### config.mk
export PLATFORM = sky130hd
export DESIGN_NAME = whf_ram
export DESIGN_NICKNAME = d
export VERILOG_FILES = /design/src/whf_ram.sv
export SDC_FILE = /design/constraint.sdc
export NUM_CORES = 1
export LEC_CHECK = 0
export CORE_MARGIN = 2
export CORE_UTILIZATION = 56
export DETAILED_ROUTE_END_ITERATION = 16
export DONT_BUFFER_PORTS = 1
export GPL_TIMING_DRIVEN = 0
export PLACE_DENSITY = 0.74
export SLEW_MARGIN = 0
export SYNTH_ARGS = -nofsm -noshare
export SYNTH_HDL_FRONTEND = slang
export SYNTH_SLANG_ARGS = --single-unit
### constraint.sdc
create_clock -name clock -period 1.56 [get_ports clock]
set_input_delay 0.156 -clock clock [delete_from_list [all_inputs] [get_ports clock]]
set_output_delay 0.156 -clock clock [all_outputs]
set_load 0.05 [all_outputs]
### src/whf_ram.sv
// ----------------------------------------------------------------------------
// Generic single-port-write, single-port-read RAM
// One write and one registered read per cycle.
// ----------------------------------------------------------------------------
`default_nettype none

module whf_ram #(
   parameter int WIDTH = 8,
   parameter int DEPTH = 16
) (
   input  wire logic                     clock,
   input  wire logic                     we,
   input  wire logic [$clog2(DEPTH)-1:0] waddr,
   input  wire logic [WIDTH-1:0]         wdata,
   input  wire logic [$clog2(DEPTH)-1:0] raddr,
   output logic      [WIDTH-1:0]         rdata
);

   logic [WIDTH-1:0] mem [DEPTH];

   always_ff @(posedge clock) begin
      if (we) begin
         mem[waddr] <= wdata;
      end
      rdata <= mem[raddr];
   end

endmodule

`default_nettype wire

==> impl_table.tex, run 1 <==
\begin{tabular}{lr}
\hline
Metric & Value \\
\hline
\multicolumn{2}{l}{\textbf{Timing}} \\
\quad Final setup viols & 0 \\
\quad Actual slew at the worst max-slew pin & 1.20 ns \\
\quad Final clock period utilization by the worst path & 0.922 \\
\quad Total Neg Setup Slack & 0 ns \\
\quad Highest achievable clock rate & 0.695 GHz \\
\quad Fin crit period & 1.44 ns \\
\quad Maximum clock skew at final layout & between 0.01 and 0.015 ns \\
\quad Final Slew Violations & 0 \\
\quad Unrepaired setup endpoints after global routing & no \\
\quad Final hold violations & 0 \\
\quad Worst relative slew slack & 0.195 \\
\multicolumn{2}{l}{\textbf{Global route}} \\
\quad Number of antenna violations at the first check in global routing & 1 \\
\quad Number of global-route vias before repair & roughly 2.4k \\
\quad Pin count of the biggest net entering global routing & 17 \\
\quad Wire length of the first global-routing pass & 14400 um \\
\quad Remaining global-route overflow & 0 \\
\quad Total Routing Usage GR & 0.214 \\
\multicolumn{2}{l}{\textbf{Power and ir drop}} \\
\quad Power density of the placed cells & 1420 mW/mm\^{}2 \\
\quad Worst voltage drop across the vdd grid & 0.713 mV \\
\quad Leakage & 1.97 nW \\
\multicolumn{2}{l}{\textbf{Synth}} \\
\quad Count of warnings emitted by yosys & 0 \\
\quad Cell variety after synth & 19 \\
\quad Synth Net Count & 247 \\
\quad Fraction of synthesized cell area taken by the top area cell type & 0.747 \\
\quad Synthesized netlist cell count & 229 \\
\quad Cell types occupying the most area after synthesis & sky130\_fd\_sc\_hd\_\_edfxtp\_1 75\%, sky130\_fd\_sc\_hd\_\_mux4\_2 7.9\%, sky130\_fd\_sc\_hd\_\_mux4\_1 7.1\%, sky130\_fd\_sc\_hd\_\_dfxtp\_1 3.1\%, sky130\_fd\_sc\_hd\_\_a22oi\_1 2.3\% \\
\quad Average cell area after synthesis & 22.5 sq um \\
\quad Largest area contributor in the netlist & sky130\_fd\_sc\_hd\_\_edfxtp\_1 \\
\quad Register area share after synthesis & 0.778 \\
\quad Total of flip-flops plus latches after synthesis & 136 \\
\quad Mapped cell area & 0.00515 sq mm \\
\multicolumn{2}{l}{\textbf{Critical path}} \\
\quad Required time at the endpoint of the critical path & 1.95 ns \\
\quad Critical path capture point type & flop \\
\quad Type of the setup path with the least slack & reg -> reg \\
\quad Nature of the critical path startpoint & flop \\
\quad FF-to-FF path depth & 3 \\
\quad Slowest cell on the critical path & sky130\_fd\_sc\_hd\_\_mux4\_1 \\
\quad R2R Setup Slk & 0.12 ns \\
\quad Critical Path AT & 1.83 ns \\
\quad Cell-by-cell listing of the critical path & mux4\_1 > a22oi\_1 > nand2\_1 \\
\quad Worst stage delay on the critical path & 0.59 ns \\
\quad Max Fanout on Critical Path & 1 \\
\multicolumn{2}{l}{\textbf{Layout}} \\
\quad Finished Core Util & 0.680 \\
\quad Commonest cells after routing, fill and taps aside & 128 x sky130\_fd\_sc\_hd\_\_edfxtp\_1, 18 x sky130\_fd\_sc\_hd\_\_mux4\_2, 16 x sky130\_fd\_sc\_hd\_\_a22oi\_1, 16 x sky130\_fd\_sc\_hd\_\_clkbuf\_16, 14 x sky130\_fd\_sc\_hd\_\_mux4\_1 \\
\quad Post-synthesis to final-layout area growth & 16.4\% \\
\quad Net total in the final layout & between 200 and 300 \\
\quad Layout cells sized above 1 & 0.228 \\
\quad Non-filler cells in the finished layout & 381 \\
\quad Most common library cell in the layout ignoring fill and taps & sky130\_fd\_sc\_hd\_\_edfxtp\_1 \\
\multicolumn{2}{l}{\textbf{Detailed routing}} \\
\quad Detailed-route wire length & 9620 um \\
\quad Antenna violation net count after detailed routing & 0 \\
\quad Count of unresolved DRC violations after routing & 0 \\
\quad Initial DRC count & 245 \\
\quad Final routed wire length divided by cell count & 25.3 um \\
\quad Via count & between 2k and 2.5k \\
\quad 1st-pass router iterations & 4 \\
\quad Via density & 6.18 \\
\multicolumn{2}{l}{\textbf{CTS}} \\
\quad Clock Root Buffer & sky130\_fd\_sc\_hd\_\_clkbuf\_8 \\
\quad Clock H-tree levels & 4 \\
\quad Clock-pin transition on the worst setup and hold timing paths & 0.06 ns \\
\quad Later-pin clock latency in the skew report & 0.51 ns \\
\quad CTS tree & done \\
\quad Number of clock sinks seen by CTS & 136 \\
\quad Post-CTS Setup Bufs & 0 \\
\quad TritonCTS Buffers & 17 \\
\quad CTS Hold Buffers Added & 8 \\
\quad Count of instances resized after the clock tree is built & 0 \\
\quad Number of buffers on the longest clock path & 2 \\
\multicolumn{2}{l}{\textbf{Hold path}} \\
\quad Class of the worst hold path & in -> reg \\
\quad Number of cells on the worst hold path & 1 \\
\multicolumn{2}{l}{\textbf{Die}} \\
\quad Die extent in x & roughly 100 um \\
\quad Core Area & between 0.008 and 0.009 sq mm \\
\quad I/O pin total & 26 \\
\quad Die span in y & 99.9 um \\
\quad Effective utilization at floorplan & 0.585 \\
\quad Floorplan die area & 0.00998 sq mm \\
\quad Standard-cell row count & 34 \\
\multicolumn{2}{l}{\textbf{Place}} \\
\quad Placed cell count & 337 \\
\quad Final estimated routing congestion in global placement & 0.712 \\
\quad Input/output buffers & 0 \\
\quad HPWL after detailed placement & 5680 um \\
\multicolumn{2}{l}{\textbf{Run status}} \\
\quad Result of the run & completed \\
\multicolumn{2}{l}{\textbf{Run}} \\
\quad Count of maximum capacitance violations & 0 \\
\hline
\end{tabular}
## power breakdown
| part | switching, W | leakage [nW] | internal, W |
|---|---|---|---|
| Sequential | 0.000108 | 1.22 | 0.00409 |
| Clock | 0.00150 | 0.278 | 0.00244 |
| Combinational | 0.000200 | 0.467 | 0.000150 |
| Total | 0.00181 | 1.97 | 0.00667 |
## final timing paths
| check | startpoint | to |
|---|---|---|
| max | mem[5][2]$_DFFE_PP_ | rdata[2]$_DFF_P_ |
| max reg2reg | mem[5][2]$_DFFE_PP_ | rdata[2]$_DFF_P_ |
| min reg2reg | mem[8][3]$_DFFE_PP_ | rdata[3]$_DFF_P_ |
| min | waddr[0] | mem[4][5]$_DFFE_PP_ |
## flip-flops by register name, summed over array words and instances (netlist names)
| register | flops |
|---|---|
| rdata | 8 |
| mem | 128 |
## worst max-delay path, delay by kind of cell, from the launching register on
kind | cells | cell delay (ns)
muxes | 1 | 0.59
DFF | 1 | 0.35
AOI/OAI and AO/OA | 1 | 0.29
and+or+nand+nor | 1 | 0.09
## layout make-up
class                      instances  area, sq um
sequential                       136         4000
fill                             544         2820
multi-input combinational         83         1060
clock buffer                      17          414
clock inverter                    15          178
tap                              108          135
timing repair buffer              11          108
buffer                            10         86.3
antenna                            1         2.50
## Yosys cell counts, drive strengths merged
library cell	instances
a22oi	16
and2	1
and2b	1
buf	7
clkdlybuf4s25	3
dfxtp	8
edfxtp	128
mux4	32
nand2	9
nand2b	2
nand3	1
nand3b	2
nor2	13
nor2b	1
nor3	4
or3b	1
## routing by layer
| layer | up-vias | GRT usage | wire length, um |
|---|---|---|---|
| li1 | 1039 | - | - |
| met5 | - | 0 | 0 |
| met2 | 112 | 0.306 | 4470 |
| met3 | 16 | 0.0599 | 863 |
| met1 | 1189 | 0.311 | 4100 |
| met4 | 0 | 0.102 | 190 |
## metrics by stage
| stage | setup slack (ns) | area, sq um | total power, W | hold WS (ns) |
|---|---|---|---|---|
| 6_report | 0.122 | 5990 | 0.00848 | 0.00180 |
| 5_1_grt | 0.0813 | 5990 | 0.00872 | 0.00551 |
| 4_1_cts | 0.103 | 5960 | 0.00853 | -0.0964 |
| 3_5_place_dp | -0.220 | 5290 | 0.00455 | 0.256 |
| 3_3_place_gp | -0.241 | 5290 | 0.00454 | 0.256 |
| 2_1_floorplan | 0.138 | 5150 | 0.00447 | 0.255 |
## logic make-up after synthesis
family / count (synthesis) / synth area share
AO/OA/AOI/OAI: 16 / 0.0233
buffers and inverters: 10 / 0.0168
flip-flops: 136 / 0.778
multiplexers: 32 / 0.150
AND/OR/NAND/NOR: 35 / 0.0318
Note: power is estimated with default switching activity, not from simulation.
==> run 2, diff against run 1 <==
Settings changed: CELL_PAD_IN_SITES_DETAIL_PLACEMENT set to 0, CELL_PAD_IN_SITES_GLOBAL_PLACEMENT set to 1, CORE_ASPECT_RATIO set to 2, CORE_UTILIZATION 56 to 50, PLACE_DENSITY 0.74 to 0.83.
==> impl_table.tex, run 2 (synthesis results as in run 1) <==
\begin{tabular}{lr}
\hline
Metric & Value \\
\hline
\multicolumn{2}{l}{\textbf{Run status}} \\
\quad Result of the run & completed \\
\multicolumn{2}{l}{\textbf{Critical path}} \\
\quad Critical Path AT & 1.74 ns (-0.09 ns) \\
\quad Nature of the critical path startpoint & flop \\
\quad Slowest cell on the critical path & sky130\_fd\_sc\_hd\_\_mux4\_1 \\
\quad Critical path capture point type & flop \\
\quad Type of the setup path with the least slack & reg -> reg \\
\quad Worst stage delay on the critical path & 0.56 ns (-0.03 ns) \\
\quad Required time at the endpoint of the critical path & 1.85 ns (-0.10 ns) \\
\quad Max Fanout on Critical Path & 1 (unchanged) \\
\quad Cell-by-cell listing of the critical path & mux4\_1 > a22oi\_1 > nand2\_1 \\
\multicolumn{2}{l}{\textbf{Die}} \\
\quad Standard-cell row count & 52 (+53\%) \\
\quad Core Area & 0.0101 sq mm (+15\%) \\
\quad Die span in y & 147 um (+48\%) \\
\quad I/O pin total & 26 (unchanged) \\
\quad Floorplan die area & 0.0112 sq mm (+12\%) \\
\quad Effective utilization at floorplan & 0.510 (-0.0741) \\
\quad Die extent in x & 75.7 um (-24\%) \\
\multicolumn{2}{l}{\textbf{Timing}} \\
\quad Worst relative slew slack & 0.144 (-0.0512) \\
\quad Fin crit period & 1.45 ns (+0.00724 ns) \\
\quad Final clock period utilization by the worst path & 0.926 (+0.00464) \\
\quad Total Neg Setup Slack & 0 ns (unchanged) \\
\quad Highest achievable clock rate & 0.692 GHz (-0.50\%) \\
\quad Final Slew Violations & 0 (unchanged) \\
\quad Unrepaired setup endpoints after global routing & no \\
\quad Actual slew at the worst max-slew pin & 1.27 ns (+0.0763 ns) \\
\quad Final setup viols & 0 (unchanged) \\
\quad Maximum clock skew at final layout & 0.00552 ns (-0.00558 ns) \\
\quad Final hold violations & 0 (unchanged) \\
\multicolumn{2}{l}{\textbf{CTS}} \\
\quad TritonCTS Buffers & 17 (unchanged) \\
\quad Clock H-tree levels & 4 (unchanged) \\
\quad CTS tree & done \\
\quad Clock-pin transition on the worst setup and hold timing paths & 0.06 ns (about the same) \\
\quad Post-CTS Setup Bufs & 0 (unchanged) \\
\quad Number of buffers on the longest clock path & 2 (unchanged) \\
\quad Clock Root Buffer & sky130\_fd\_sc\_hd\_\_clkbuf\_16 \\
\quad Number of clock sinks seen by CTS & 136 (unchanged) \\
\quad Count of instances resized after the clock tree is built & 0 (unchanged) \\
\quad Later-pin clock latency in the skew report & 0.41 ns (-0.10 ns) \\
\multicolumn{2}{l}{\textbf{Global route}} \\
\quad Wire length of the first global-routing pass & 14500 um (+0.76\%) \\
\quad Pin count of the biggest net entering global routing & 17 (unchanged) \\
\quad Number of global-route vias before repair & 2441 (+1.6\%) \\
\quad Remaining global-route overflow & 0 (unchanged) \\
\quad Number of antenna violations at the first check in global routing & 0 (-1) \\
\quad Total Routing Usage GR & 0.197 (-0.0175) \\
\multicolumn{2}{l}{\textbf{Layout}} \\
\quad Commonest cells after routing, fill and taps aside & 128 x sky130\_fd\_sc\_hd\_\_edfxtp\_1, 18 x sky130\_fd\_sc\_hd\_\_mux4\_2, 17 x sky130\_fd\_sc\_hd\_\_clkbuf\_16, 16 x sky130\_fd\_sc\_hd\_\_a22oi\_1, 14 x sky130\_fd\_sc\_hd\_\_mux4\_1 \\
\quad Most common library cell in the layout ignoring fill and taps & sky130\_fd\_sc\_hd\_\_edfxtp\_1 \\
\quad Fill cells & 716 (+32\%) \\
\quad Finished Core Util & 0.598 (-0.0823) \\
\quad Registers with the most flip-flops & mem: 128 flops, rdata: 8 flops \\
\quad Layout cells sized above 1 & 0.205 (-0.0228) \\
\quad ANT cells & 0 (-1) \\
\quad Max reg flops & 128 (unchanged) \\
\quad Largest register by flop count & mem \\
\quad Non-filler cells in the finished layout & 408 (+7.1\%) \\
\quad Post-synthesis to final-layout area growth & 17.1\% \\
\quad Net total in the final layout & 278 (+0.36\%) \\
\multicolumn{2}{l}{\textbf{Power and ir drop}} \\
\quad Clock share of power & 0.469 (+0.005) \\
\quad Portion of total power attributed to sequential cells & 0.490 (-0.005) \\
\quad Power density of the placed cells & 1420 mW/mm\^{}2 (+0.30\%) \\
\quad Switching component of the power & 0.00167 W (-7.5\%) \\
\quad Int Power & 0.00689 W (+3.3\%) \\
\quad Share of total power consumed by net switching & 0.195 (-0.0179) \\
\quad Leakage & 1.98 nW (+0.39\%) \\
\quad Worst voltage drop across the vdd grid & 1.11 mV (+55\%) \\
\quad Comb pwr share & 0.041 (about the same) \\
\multicolumn{2}{l}{\textbf{Run}} \\
\quad Count of maximum capacitance violations & 0 (unchanged) \\
\multicolumn{2}{l}{\textbf{Detailed routing}} \\
\quad Via density & 5.90 (-4.5\%) \\
\quad Initial DRC count & 204 (-17\%) \\
\quad Final routed wire length divided by cell count & 24.0 um (-5.0\%) \\
\quad Detailed-route wire length & 9790 um (+1.7\%) \\
\quad Via count & 2409 (+2.2\%) \\
\quad Antenna violation net count after detailed routing & 0 (unchanged) \\
\quad 1st-pass router iterations & 5 (+1) \\
\quad Count of unresolved DRC violations after routing & 0 (unchanged) \\
\multicolumn{2}{l}{\textbf{Place}} \\
\quad Placed cell count & 364 (+8.0\%) \\
\quad HPWL after detailed placement & 6400 um (+13\%) \\
\quad Final estimated routing congestion in global placement & 0.816 (+15\%) \\
\quad Input/output buffers & 0 (unchanged) \\
\multicolumn{2}{l}{\textbf{Hold path}} \\
\quad Class of the worst hold path & in -> reg \\
\hline
\end{tabular}
run 2: changes by cell type in the layout (fill, tap and decap cells not counted), sizes merged:
cell,delta
bufinv,+1
clkbuf,+6
clkinv,-2
clkinvlp,-2
diode,-1
inv,-2
run 2: routing by layer:
metal / up-vias / track usage / part of all wire
met2: 106 / 0.316 / 0.56
met4: 0 / 0.0965 / 0.039
met1: 1241 / 0.230 / 0.34
li1: 1035 / - / -
met3: 27 / 0.0675 / 0.060
met5: - / 0 / 0
run 2: cell type report:
type                       count  area, sq um  share of cell area
clock buffer                  22          444              0.0737
buffer                        10         86.3              0.0143
timing repair buffer          12          113              0.0187
multi-input combinational     83         1060               0.176
tap                          135          169              0.0280
clock inverter                10          151              0.0251
sequential                   136         4000               0.664
run 2: final timing paths:
check                        from             endpoint  slack, ns  cells after the start
max           mem[3][1]$_DFFE_PP_     rdata[1]$_DFF_P_       0.11                      3
min reg2reg  mem[14][7]$_DFFE_PP_     rdata[7]$_DFF_P_       0.69                      3
min                      waddr[0]  mem[0][7]$_DFFE_PP_       0.02                      1
max reg2reg   mem[3][1]$_DFFE_PP_     rdata[1]$_DFF_P_       0.11                      3
run 2: power by group through the flow:
stage | registers [W] | logic, W | clock network [W]
2_1_floorplan | 0.00426 | 0.000208 | 0
3_3_place_gp | 0.00427 | 0.000282 | 0
3_5_place_dp | 0.00427 | 0.000285 | 0
4_1_cts | 0.00420 | 0.000352 | 0.00405
5_1_grt | 0.00421 | 0.000374 | 0.00423
6_report | 0.00420 | 0.000351 | 0.00401
run 2: timing repair:
action | in CTS | in global routing
hold buffers | 8 | 2
endpoints found under the setup margin | 0 | 0
hold endpoints to repair | 128 | 2
run 2: per-stage QoR:
step | hold WS [ns] | cell area [sq um] | total power, W | setup WS (ns)
detailed placement | 0.255 | 5320 | 0.00456 | -0.289
finish | 0.0237 | 6030 | 0.00856 | 0.115
global route | 0.00574 | 6030 | 0.00881 | 0.0314
floorplan | 0.255 | 5150 | 0.00447 | 0.138
CTS | 0.0202 | 6000 | 0.00860 | 0.126
global placement | 0.256 | 5320 | 0.00455 | -0.368
run 2: worst max-delay path, delay by kind of cell, from the launching register on:
kind | cells | cell delay [ns]
compound gates | 1 | 0.29
flops | 1 | 0.37
mux | 1 | 0.56
simple gates | 1 | 0.10
